File: config.mk
export PLATFORM = sky130hd
export DESIGN_NAME = log_sine_sweep_generator
export DESIGN_NICKNAME = d
export VERILOG_FILES = /design/src/sv/lssg_pkg.sv /design/src/sv/lssg_mul.sv /design/src/sv/lssg_cfg.sv /design/src/sv/log_sine_sweep_generator.sv
export SDC_FILE = /design/constraint.sdc
export NUM_CORES = 2
export LEC_CHECK = 0
export ABC_AREA = 1
export ABC_CLOCK_PERIOD_IN_PS = 26900
export BUFFER_PORTS_ARGS = -buffer_cell sky130_fd_sc_hd__buf_2
export CAP_MARGIN = 10
export CORE_ASPECT_RATIO = 0.5
export CORE_MARGIN = 2
export CORE_UTILIZATION = 55
export CTS_CLUSTER_DIAMETER = 120
export DETAILED_ROUTE_END_ITERATION = 6
export PLACE_DENSITY = 0.76
export RECOVER_POWER = 100
export SLEW_MARGIN = 20
export SYNTH_ARGS = -nofsm -noshare
export SYNTH_HDL_FRONTEND = slang
export SYNTH_HIERARCHICAL = 1
export SYNTH_SLANG_ARGS = --single-unit
export TNS_END_PERCENT = 10
File: constraint.sdc
create_clock -name clk -period 26.9 [get_ports clk]
set_input_delay 5.38 -clock clk [delete_from_list [all_inputs] [get_ports clk]]
set_output_delay 5.38 -clock clk [all_outputs]
set_load 0.005 [all_outputs]
File: src/sv/lssg_pkg.sv
// lssg_pkg: shared types, constants and small lookup functions of the log sine sweep generator
// no dependencies; imported by lssg_mul, lssg_cfg and log_sine_sweep_generator
package lssg_pkg;

  // shared multiplier operand and product widths
  localparam int MUL_W  = 33;
  localparam int PROD_W = 2 * MUL_W;

  // configuration port
  localparam int CFG_IDX_W  = 3;
  localparam int CFG_DATA_W = 40;

  localparam logic [CFG_IDX_W-1:0] CFG_LF_FIRST     = 3'd0;
  localparam logic [CFG_IDX_W-1:0] CFG_LF_LAST      = 3'd1;
  localparam logic [CFG_IDX_W-1:0] CFG_SWEEP_STEP   = 3'd2;
  localparam logic [CFG_IDX_W-1:0] CFG_TURNS_PER_HZ = 3'd3;
  localparam logic [CFG_IDX_W-1:0] CFG_AMPLITUDE    = 3'd4;

  // reset values of the registers
  localparam logic [31:0] RST_LF_FIRST     = 32'd349242581;
  localparam logic [31:0] RST_LF_LAST      = 32'd1154548949;
  localparam logic [23:0] RST_SWEEP_STEP   = 24'd3652;
  localparam logic [39:0] RST_TURNS_PER_HZ = 40'd6382652533;
  localparam logic [15:0] RST_AMPLITUDE    = 16'd16384;

  // fixed-point constants
  localparam logic [MUL_W-1:0] LOG2_10_Q30 = 33'd3566893132;
  localparam logic [MUL_W-1:0] LN2_Q32     = 33'd2977044472;
  localparam logic [MUL_W-1:0] HALF_PI_Q30 = 33'd1686629713;
  localparam logic [MUL_W-1:0] ONE_Q32     = 33'h1_0000_0000;

  // series lengths
  localparam int EXP_TERMS = 12;
  localparam int SIN_TERMS = 6;

  // output field width
  localparam int OUT_W = 16;

  typedef struct packed {
    logic [31:0] lf_first;
    logic [31:0] lf_last;
    logic [23:0] sweep_step;
    logic [39:0] turns_per_hz;
    logic [15:0] amplitude;
  } cfg_t;

  // floor(2^32 / d) for every divisor the series use
  function automatic logic [MUL_W-1:0] div_recip(input logic [7:0] d);
    logic [MUL_W-1:0] r;
    case (d)
      8'd1:    r = 33'd4294967296;
      8'd2:    r = 33'd2147483648;
      8'd3:    r = 33'd1431655765;
      8'd4:    r = 33'd1073741824;
      8'd5:    r = 33'd858993459;
      8'd6:    r = 33'd715827882;
      8'd7:    r = 33'd613566756;
      8'd8:    r = 33'd536870912;
      8'd9:    r = 33'd477218588;
      8'd10:   r = 33'd429496729;
      8'd11:   r = 33'd390451572;
      8'd12:   r = 33'd357913941;
      8'd20:   r = 33'd214748364;
      8'd42:   r = 33'd102261126;
      8'd72:   r = 33'd59652323;
      8'd110:  r = 33'd39045157;
      8'd156:  r = 33'd27531841;
      default: r = '0;
    endcase
    return r;
  endfunction

  // (2k)(2k+1) divisor of the k-th sine term
  function automatic logic [7:0] sin_div(input logic [3:0] k);
    logic [7:0] d;
    case (k)
      4'd1:    d = 8'd6;
      4'd2:    d = 8'd20;
      4'd3:    d = 8'd42;
      4'd4:    d = 8'd72;
      4'd5:    d = 8'd110;
      4'd6:    d = 8'd156;
      default: d = 8'd1;
    endcase
    return d;
  endfunction

endpackage

File: src/sv/lssg_mul.sv
// lssg_mul: shared unsigned multiplier with registered product
// depends on lssg_pkg for the operand width
module lssg_mul
  import lssg_pkg::*;
(
  input  logic              clk,
  input  logic [MUL_W-1:0]  op_a,
  input  logic [MUL_W-1:0]  op_b,
  output logic [PROD_W-1:0] prod_r
);

  always_ff @(posedge clk) begin
    prod_r <= PROD_W'(op_a) * PROD_W'(op_b);
  end

endmodule

File: src/sv/lssg_cfg.sv
// lssg_cfg: configuration register file, index decode and width masking
// depends on lssg_pkg for cfg_t, index codes and reset values
module lssg_cfg
  import lssg_pkg::*;
(
  input  logic                  clk,
  input  logic                  rst_n,
  input  logic                  cfg_valid,
  output logic                  cfg_ready,
  input  logic [CFG_IDX_W-1:0]  cfg_index,
  input  logic [CFG_DATA_W-1:0] cfg_data,
  output cfg_t                  cfg_r
);

  // writes must land with generator idle; unenforced, always ready
  assign cfg_ready = 1'b1;

  always_ff @(posedge clk) begin
    if (!rst_n) begin
      cfg_r.lf_first     <= RST_LF_FIRST;
      cfg_r.lf_last      <= RST_LF_LAST;
      cfg_r.sweep_step   <= RST_SWEEP_STEP;
      cfg_r.turns_per_hz <= RST_TURNS_PER_HZ;
      cfg_r.amplitude    <= RST_AMPLITUDE;
    end else if (cfg_valid && cfg_ready) begin
      unique case (cfg_index)
        CFG_LF_FIRST:     cfg_r.lf_first     <= cfg_data[31:0];
        CFG_LF_LAST:      cfg_r.lf_last      <= cfg_data[31:0];
        CFG_SWEEP_STEP:   cfg_r.sweep_step   <= cfg_data[23:0];
        CFG_TURNS_PER_HZ: cfg_r.turns_per_hz <= cfg_data[39:0];
        CFG_AMPLITUDE:    cfg_r.amplitude    <= cfg_data[15:0];
        default: ;
      endcase
    end
  end

endmodule

File: src/sv/log_sine_sweep_generator.sv
// log_sine_sweep_generator: top level, sequencer and datapath around one shared multiplier
// depends on lssg_pkg, lssg_mul and lssg_cfg
//
// usage
//   input channel (in_valid / in_stall / in_restart): one transfer per audio frame;
//   in_restart set zeroes the phase and reloads the start log frequency first.
//   result channel (out_valid / out_stall): one stereo sample pair per frame plus
//   out_sweep_wrapped, set when the log frequency reloaded after that frame.
//   config channel (cfg_valid / cfg_ready / cfg_index / cfg_data): always ready,
//   written between frames; a new start value reaches the sweep on restart or wrap.
// timing
//   a frame runs from its input transfer until the sequencer is idle again; the result
//   shows on out_valid in the same cycle that a new input transfer becomes possible.
//   frame length is set by the single 33x33 multiplier: 12 exponential terms and 6 sine
//   terms, plus setup, the phase increment and output scaling, all run on it in turn.
//   in_stall is high while a frame is in work.  a finished result waits in the output
//   register while out_stall is high and the next frame may already be accepted; that
//   frame holds in its last step until the register frees up.
// reset
//   synchronous rst_n restores register defaults, zero phase and the start frequency.
module log_sine_sweep_generator
  import lssg_pkg::*;
#(
  parameter int PHASE_BITS       = 32,
  parameter int SINE_TABLE_DEPTH = 256,
  parameter int SAMPLE_BITS      = 16
) (
  input  logic                   clk,
  input  logic                   rst_n,
  // input channel
  input  logic                   in_valid,
  output logic                   in_stall,
  input  logic                   in_restart,
  // result channel
  output logic                   out_valid,
  input  logic                   out_stall,
  output logic signed [OUT_W-1:0] out_left_sample,
  output logic signed [OUT_W-1:0] out_right_sample,
  output logic                   out_sweep_wrapped,
  // configuration channel
  input  logic                   cfg_valid,
  output logic                   cfg_ready,
  input  logic [CFG_IDX_W-1:0]   cfg_index,
  input  logic [CFG_DATA_W-1:0]  cfg_data
);

  // sine index bits (depth is a power of two)
  localparam int TBL_W = $clog2(SINE_TABLE_DEPTH);
  // rounding shift of the scaled sine
  localparam int RND_SH = 46 - SAMPLE_BITS;
  localparam int EXT_W  = (SAMPLE_BITS > OUT_W) ? SAMPLE_BITS : OUT_W;
  localparam logic [47:0] POS_LIM  = 48'((64'd1 << (SAMPLE_BITS - 1)) - 64'd1);
  localparam logic [47:0] NEG_LIM  = 48'(64'd1 << (SAMPLE_BITS - 1));
  localparam logic [47:0] RND_HALF = 48'(64'd1 << (RND_SH - 1));

  typedef enum logic [4:0] {
    S_IDLE, S_LOGMUL, S_LNMUL, S_TLOAD,
    S_EMUL, S_ERCP, S_ECHK, S_EFIX,
    S_FMUL0, S_FMUL1, S_FSUM, S_FSHIFT,
    S_AMUL, S_ALOAD,
    S_TMUL1, S_TMUL2, S_TRCP, S_TCHK, S_TFIX,
    S_OMUL, S_OUT
  } state_t;

  state_t state_r;

  cfg_t cfg;

  logic [MUL_W-1:0]  op_a;
  logic [MUL_W-1:0]  op_b;
  logic [PROD_W-1:0] prod_r;

  // sweep state
  logic [PHASE_BITS-1:0] phase_r;
  logic [31:0]           log_freq_r;

  // series working registers
  logic [5:0]             n_r;       // integer part of log2 of the frequency
  logic [31:0]            t_r;       // series variable (t or sine angle)
  logic [MUL_W-1:0]       term_r;
  logic [MUL_W-1:0]       acc_r;     // 2^f, Q1.32
  logic [31:0]            x_r;       // dividend of the current term
  logic [MUL_W-1:0]       q0_r;      // estimated quotient
  logic [3:0]             k_r;
  logic signed [33:0]     s_r;       // sine, signed Q4.30
  logic [1:0]             quad_r;
  logic [64:0]            plo_r;
  logic [72:0]            pfull_r;   // 2^f times turns_per_hz
  logic [PHASE_BITS-1:0]  inc_r;

  // output register
  logic                   out_valid_r;
  logic signed [OUT_W-1:0] out_sample_r;
  logic                   out_wrapped_r;

  logic in_fire;
  logic out_free;

  // sine angle from the phase
  logic [TBL_W-1:0] idx;
  logic [29:0]      r30;
  logic [30:0]      rm;

  // term quotient correction
  logic [MUL_W-1:0] q_fix;

  // phase increment window
  logic [135:0] wide;

  // sample scaling
  logic [MUL_W-1:0]             mag_s;
  logic [47:0]                  rnd;
  logic [SAMPLE_BITS-1:0]       mag_c;
  logic signed [SAMPLE_BITS-1:0] smp_s;
  logic signed [EXT_W-1:0]      smp_ext;

  // sweep advance
  logic [32:0] lf_sum;
  logic        wrap;

  lssg_cfg u_cfg (
    .clk       (clk),
    .rst_n     (rst_n),
    .cfg_valid (cfg_valid),
    .cfg_ready (cfg_ready),
    .cfg_index (cfg_index),
    .cfg_data  (cfg_data),
    .cfg_r     (cfg)
  );

  lssg_mul u_mul (
    .clk    (clk),
    .op_a   (op_a),
    .op_b   (op_b),
    .prod_r (prod_r)
  );

  assign in_stall  = (state_r != S_IDLE);
  assign in_fire   = in_valid && !in_stall;
  assign out_free  = !out_valid_r || !out_stall;

  assign out_valid         = out_valid_r;
  assign out_left_sample   = out_sample_r;
  assign out_right_sample  = out_sample_r;
  assign out_sweep_wrapped = out_wrapped_r;

  // quadrant and mirrored remainder of the table point
  assign idx = phase_r[PHASE_BITS-1 -: TBL_W];
  assign r30 = {idx[TBL_W-3:0], {(32 - TBL_W){1'b0}}};
  assign rm  = idx[TBL_W-2] ? (31'h4000_0000 - {1'b0, r30}) : {1'b0, r30};

  // quotient estimate is exact or one low; the product of q0+1 and d decides
  assign q_fix = (prod_r <= PROD_W'(x_r)) ? (q0_r + MUL_W'(1)) : q0_r;

  // increment = 2^f * turns_per_hz * 2^n / 2^48, wrapped to the phase width
  assign wide = {63'b0, pfull_r} << n_r;

  // negative series sum clamps to zero
  assign mag_s = s_r[33] ? '0 : s_r[MUL_W-1:0];

  // round half up, then saturate per sign
  always_comb begin
    rnd = (prod_r[47:0] + RND_HALF) >> RND_SH;
    if (quad_r[1]) begin
      mag_c = (rnd > NEG_LIM) ? NEG_LIM[SAMPLE_BITS-1:0] : rnd[SAMPLE_BITS-1:0];
      smp_s = $signed(~mag_c + SAMPLE_BITS'(1));
    end else begin
      mag_c = (rnd > POS_LIM) ? POS_LIM[SAMPLE_BITS-1:0] : rnd[SAMPLE_BITS-1:0];
      smp_s = $signed(mag_c);
    end
    smp_ext = EXT_W'(smp_s);
  end

  assign lf_sum = {1'b0, log_freq_r} + 33'(cfg.sweep_step);
  assign wrap   = (lf_sum >= {1'b0, cfg.lf_last});

  // operand select of the shared multiplier
  always_comb begin
    op_a = '0;
    op_b = '0;
    unique case (state_r) inside
      S_LOGMUL: begin
        op_a = MUL_W'(log_freq_r);
        op_b = LOG2_10_Q30;
      end
      S_LNMUL: begin
        op_a = MUL_W'(prod_r[57:26]);
        op_b = LN2_Q32;
      end
      S_EMUL: begin
        op_a = term_r;
        op_b = MUL_W'(t_r);
      end
      S_ERCP: begin
        op_a = MUL_W'(prod_r[63:32]);
        op_b = div_recip(8'(k_r));
      end
      S_ECHK: begin
        op_a = MUL_W'(prod_r[63:32]) + MUL_W'(1);
        op_b = MUL_W'(k_r);
      end
      S_FMUL0: begin
        op_a = acc_r;
        op_b = MUL_W'(cfg.turns_per_hz[31:0]);
      end
      S_FMUL1: begin
        op_a = acc_r;
        op_b = MUL_W'(cfg.turns_per_hz[39:32]);
      end
      S_AMUL: begin
        op_a = MUL_W'(rm);
        op_b = HALF_PI_Q30;
      end
      S_TMUL1: begin
        op_a = term_r;
        op_b = MUL_W'(t_r);
      end
      S_TMUL2: begin
        op_a = MUL_W'(prod_r[61:30]);
        op_b = MUL_W'(t_r);
      end
      S_TRCP: begin
        op_a = MUL_W'(prod_r[61:30]);
        op_b = div_recip(sin_div(k_r));
      end
      S_TCHK: begin
        op_a = MUL_W'(prod_r[63:32]) + MUL_W'(1);
        op_b = MUL_W'(sin_div(k_r));
      end
      // held through S_OUT so the scaled product stays put while the output waits
      S_OMUL, S_OUT: begin
        op_a = mag_s;
        op_b = MUL_W'(cfg.amplitude);
      end
      default: ;
    endcase
  end

  // sequencer and registered outputs
  always_ff @(posedge clk) begin
    if (!rst_n) begin
      state_r     <= S_IDLE;
      out_valid_r <= 1'b0;
      phase_r     <= '0;
      log_freq_r  <= RST_LF_FIRST;
    end else begin
      // a transfer empties the output register unless the final step refills it
      if (out_valid_r && !out_stall && state_r != S_OUT) begin
        out_valid_r <= 1'b0;
      end
      unique case (state_r)
        S_IDLE: begin
          if (in_fire) begin
            if (in_restart) begin
              phase_r    <= '0;
              log_freq_r <= cfg.lf_first;
            end
            state_r <= S_LOGMUL;
          end
        end
        S_LOGMUL: state_r <= S_LNMUL;
        S_LNMUL: begin
          n_r     <= prod_r[63:58];
          state_r <= S_TLOAD;
        end
        S_TLOAD: begin
          t_r     <= prod_r[63:32];
          term_r  <= ONE_Q32;
          acc_r   <= ONE_Q32;
          k_r     <= 4'd1;
          state_r <= S_EMUL;
        end
        // exponential series: term = (term * t >> 32) / k
        S_EMUL: state_r <= S_ERCP;
        S_ERCP: begin
          x_r     <= prod_r[63:32];
          state_r <= S_ECHK;
        end
        S_ECHK: begin
          q0_r    <= MUL_W'(prod_r[63:32]);
          state_r <= S_EFIX;
        end
        S_EFIX: begin
          term_r <= q_fix;
          acc_r  <= acc_r + q_fix;
          if (k_r == 4'(EXP_TERMS)) begin
            state_r <= S_FMUL0;
          end else begin
            k_r     <= k_r + 4'd1;
            state_r <= S_EMUL;
          end
        end
        // 33 x 40 product in two partials
        S_FMUL0: state_r <= S_FMUL1;
        S_FMUL1: begin
          plo_r   <= prod_r[64:0];
          state_r <= S_FSUM;
        end
        S_FSUM: begin
          pfull_r <= 73'(plo_r) + {prod_r[40:0], 32'b0};
          state_r <= S_FSHIFT;
        end
        S_FSHIFT: begin
          inc_r   <= wide[48 +: PHASE_BITS];
          state_r <= S_AMUL;
        end
        S_AMUL: begin
          quad_r  <= idx[TBL_W-1 -: 2];
          state_r <= S_ALOAD;
        end
        S_ALOAD: begin
          t_r     <= prod_r[61:30];
          term_r  <= MUL_W'(prod_r[61:30]);
          s_r     <= $signed({2'b00, prod_r[61:30]});
          k_r     <= 4'd1;
          state_r <= S_TMUL1;
        end
        // sine series: term = ((term * a >> 30) * a >> 30) / (2k(2k+1))
        S_TMUL1: state_r <= S_TMUL2;
        S_TMUL2: state_r <= S_TRCP;
        S_TRCP: begin
          x_r     <= prod_r[61:30];
          state_r <= S_TCHK;
        end
        S_TCHK: begin
          q0_r    <= MUL_W'(prod_r[63:32]);
          state_r <= S_TFIX;
        end
        S_TFIX: begin
          term_r <= q_fix;
          if (k_r[0]) begin
            s_r <= s_r - $signed({1'b0, q_fix});
          end else begin
            s_r <= s_r + $signed({1'b0, q_fix});
          end
          if (k_r == 4'(SIN_TERMS)) begin
            state_r <= S_OMUL;
          end else begin
            k_r     <= k_r + 4'd1;
            state_r <= S_TMUL1;
          end
        end
        S_OMUL: state_r <= S_OUT;
        S_OUT: begin
          if (out_free) begin
            out_valid_r   <= 1'b1;
            out_sample_r  <= smp_ext[OUT_W-1:0];
            out_wrapped_r <= wrap;
            phase_r       <= phase_r + inc_r;
            log_freq_r    <= wrap ? cfg.lf_first : lf_sum[31:0];
            state_r       <= S_IDLE;
          end
        end
        default: state_r <= S_IDLE;
      endcase
    end
  end

  // an accepted frame always starts with the log frequency product
  a_fire_starts: assert property (@(posedge clk) disable iff (!rst_n)
    in_fire |=> state_r == S_LOGMUL)
    else $error("accepted frame did not start the sequence");

  // phase only moves on a restart transfer or at the end of a frame
  a_phase_hold: assert property (@(posedge clk) disable iff (!rst_n)
    (state_r != S_OUT && !in_fire) |=> $stable(phase_r))
    else $error("phase changed in the middle of a frame");

  // a result appears only out of the final step
  a_result_src: assert property (@(posedge clk) disable iff (!rst_n)
    $rose(out_valid_r) |-> $past(state_r) == S_OUT)
    else $error("result raised outside the final step");

  // a flagged frame leaves the sweep at its start value
  a_wrap_reload: assert property (@(posedge clk) disable iff (!rst_n)
    (state_r == S_OUT && out_free && wrap) |=>
      log_freq_r == $past(cfg.lf_first))
    else $error("wrapped sweep did not reload the start value");

  // exponential term counter stays within the series
  a_exp_count: assert property (@(posedge clk) disable iff (!rst_n)
    state_r == S_EFIX |-> (k_r >= 4'd1 && k_r <= 4'(EXP_TERMS)))
    else $error("exponential term counter out of range");

endmodule
==> impl_results.md <==
* Number of global-route vias before repair at 75600
* Met1 wire length at 126000 um
* Status: finished with violations
* Violations in the final reports: max-capacitance violations, max-slew violations
* Chip height at 281 um
* Most used DFF post-synth: edfxtp_1
* Tcrit/Tclk final at 49.1%
* Actual slew at the worst max-slew pin at 4220 ps
* Hold-fix buffer count after cts at 0
* H-tree depth at 3
* Seq cells post-synth at 696
* IO Count at 85
* Critical path peak fanout at 77
* Synth area leaders: fa_1, nand2_1, edfxtp_1, inv_1, ha_1
* Die Area at 156000 um2
* Final setup skew at 54.1 ps
* Seq/Total Area, Yosys at 21.2%
* Worst slew margin at -181%
* GRT overflow at 0
* Most common cell after layout, fill and taps aside: nand2_1
* Gr usage total at 40.5%
* Yosys cell types at 69
* Layout cells sized above 1 at 3.98%
* Setup Buffers After CTS at 0
* DP Worst Slack at 16160 ps
* Post-Synthesis Cells at 11500
* Setup ws final at 13690 ps
* Total clock sinks at 696
* Detailed placement HPWL at 244000 um
* Die width at 557 um
* Rows at 101
* Initial core utilization at 55.4%
* DR DRC count at 0
* Clock Tree Buf Depth at 3
* Number of max-cap violations at 35
* Cell area after synthesis at 84200 um2
* DRT iter0 DRCs at 10500
* Routability cong. at 1.08
* Worst path max stage delay at 2260 ps
* Antenna violations before repair at 12
* EDFF count, synth at 394
* Final setup viols at 0
* Largest net degree at the start of global routing at 79
* Crit path max-delay cell type: clkbuf_1
* Maximum vdd drop at 0.000132 V
* Post-route minimum period at 13210 ps
* Vias/cell at 5.79
* Top layer in use: met5
* Leakage at 0.0468 uW
* Synth top area share at 22.9%
* WL met2 at 131000 um
* First-pass GRT wire length at 469000 um
* Placed Instances at 13300
* Most frequent cells in the layout: nand2_1, inv_1, fa_1
* RSZ-0062 raised after global routing: no
* Wirelength per Cell at 23.6 um
* Filler cells at 14300
* Worst hold path type: reg -> reg
* Area leader, netlist: fa_1
* Area Overhead vs Synth at 5.23%
* CP Data Required Time at 27370 ps
* Clock input transition at the sequential cells of the worst setup and hold paths at 70 ps
* CTS tree: built
* Kind of end point of the critical path: register
* Root Buffer: clkbuf_16
* Setup TNS at 0 ps
* Async set-or-reset flop fraction in the synthesized netlist at 0%
* Worst EP arrival at 13670 ps
* Crit start category: register
* Met3 WL at 43200 um
* Slew Viols, Final at 1151
* CTS buffer count at 75
* Layout Nets at 12800
* Post-cts resize count at 0
* Pwr dens at 103 nW/um2
* Syn_nets at 13000
* ANT nets after route at 0
* Crit-path most repeated cell: inv_1
* Syn Area/Cell at 7.32 um2
* Clock Latency Late Sink at 700 ps
* CP Class: reg -> reg
* Core area at 152000 um2
* TritonRoute pass-1 iters at 7
* Final hold viol count at 0
* Final cell count without fillers at 13400
* WL final at 317000 um
* Vias at 77700
* Fmax at 75.7 MHz
* I/O Buffers at 83
* Synth Warn # at 6
==> sequential cells by signal, indices dropped and copies added (netlist names), 16 cells and up, named ones only <==
name,cells
t_r,32
log_freq_r,32
s_r,34
inc_r,32
acc_r,33
q0_r,32
plo_r,65
u_cfg/cfg_r,144
u_mul/prod_r,66
pfull_r,73
out_left_sample,16
x_r,32
term_r,33
phase_r,32
==> cell type report <==
class                           count  area (um2)  share of cell area [%]
Antenna cell                       10        25.0                  0.0282
Clock buffer                       92        1990                    2.25
Clock inverter                     44         433                   0.489
Inverter                         2556        9600                    10.8
Multi-Input combinational cell   7717       54700                    61.7
Sequential cell                   696       17900                    20.2
Tap cell                         2060        2580                    2.91
Timing Repair Buffer              242        1400                    1.58
==> through the flow <==
step                      power, uW  instance area [um2]  utilization [%]  hold slack [ps]
after floorplan                5390                84200                -              400
after global placement         7860                86500             57.0              401
after detailed placement       7910                86600             57.0              405
after CTS                      9000                89000             58.6              419
after global routing           9750                88600             58.3              422
final                          9140                88600             58.3              421
==> path summary, 6_finish.rpt <==
| path | from | cells past startpoint | slack (ps) | to |
|---|---|---|---|---|
| setup reg to reg | state_r[4] | 30 | 13690 | u_mul/prod_r[32] |
| hold reg to reg | plo_r[1] | 0 | 420 | pfull_r[1] |
| setup / recovery | state_r[4] | 30 | 13690 | u_mul/prod_r[32] |
| hold / removal | plo_r[1] | 0 | 420 | pfull_r[1] |
==> report_power, final <==
group          switching, uW  internal [uW]
Sequential               156           1290
Clock                    495            575
Combinational           4660           1970
Total                   5310           3840
==> routing by layer <==
layer  track usage, %  up-vias
met1             54.4    37200
met4             18.7       10
li1                 -    34700
met3             13.0     1037
met5                0        -
met2             59.4     4730
==> critical path: cells and delay by family (launching register included) <==
kind | cells | cell delay [ps]
buffers and inverters | 11 | 5170
adder cells (fa/ha/maj) | 9 | 4360
AND/OR/NAND/NOR | 7 | 1100
AO/OA/AOI/OAI | 2 | 1030
XOR/XNOR | 1 | 860
flip-flops | 1 | 410
==> cell usage after synthesis (8+ instances only) <==
master,number
nor2_1,714
inv_1,2523
dfxtp_1,302
a32o_1,18
xnor2_1,52
ha_1,497
xor2_1,147
fa_1,962
o21a_1,34
nand3_1,464
clkbuf_1,428
nand4_1,91
mux2i_1,54
a31oi_1,37
nor3_1,85
inv_2,28
edfxtp_1,394
o211ai_1,27
a22oi_1,10
o22ai_1,36
buf_6,9
nand2_4,8
nand3b_1,14
nor2_2,41
buf_1,26
a21oi_1,461
o21ai_0,477
o21bai_1,13
o2111ai_1,20
a211oi_1,10
or2_2,24
buf_4,20
buf_2,60
a221oi_1,53
o221ai_1,10
nand2_2,21
nor4_1,32
nand2_1,3167
a21o_1,12
nand3_2,10
o31ai_1,8
o21ai_1,32
==> cells by family after synthesis <==
group                    count (synthesis)  share of synthesized area (%)
AND/OR/NAND/NOR                       4703                           22.9
buffers and inverters                 3099                           14.1
adder cells (fa/ha/maj)               1459                           30.3
AO/OA/AOI/OAI                         1301                           8.86
flip-flops                             696                           21.2
XOR/XNOR                               199                           2.07
multiplexers                            54                          0.642
other                                    1                        0.00445
No activity file was read; power rests on OpenSTA's default activity.
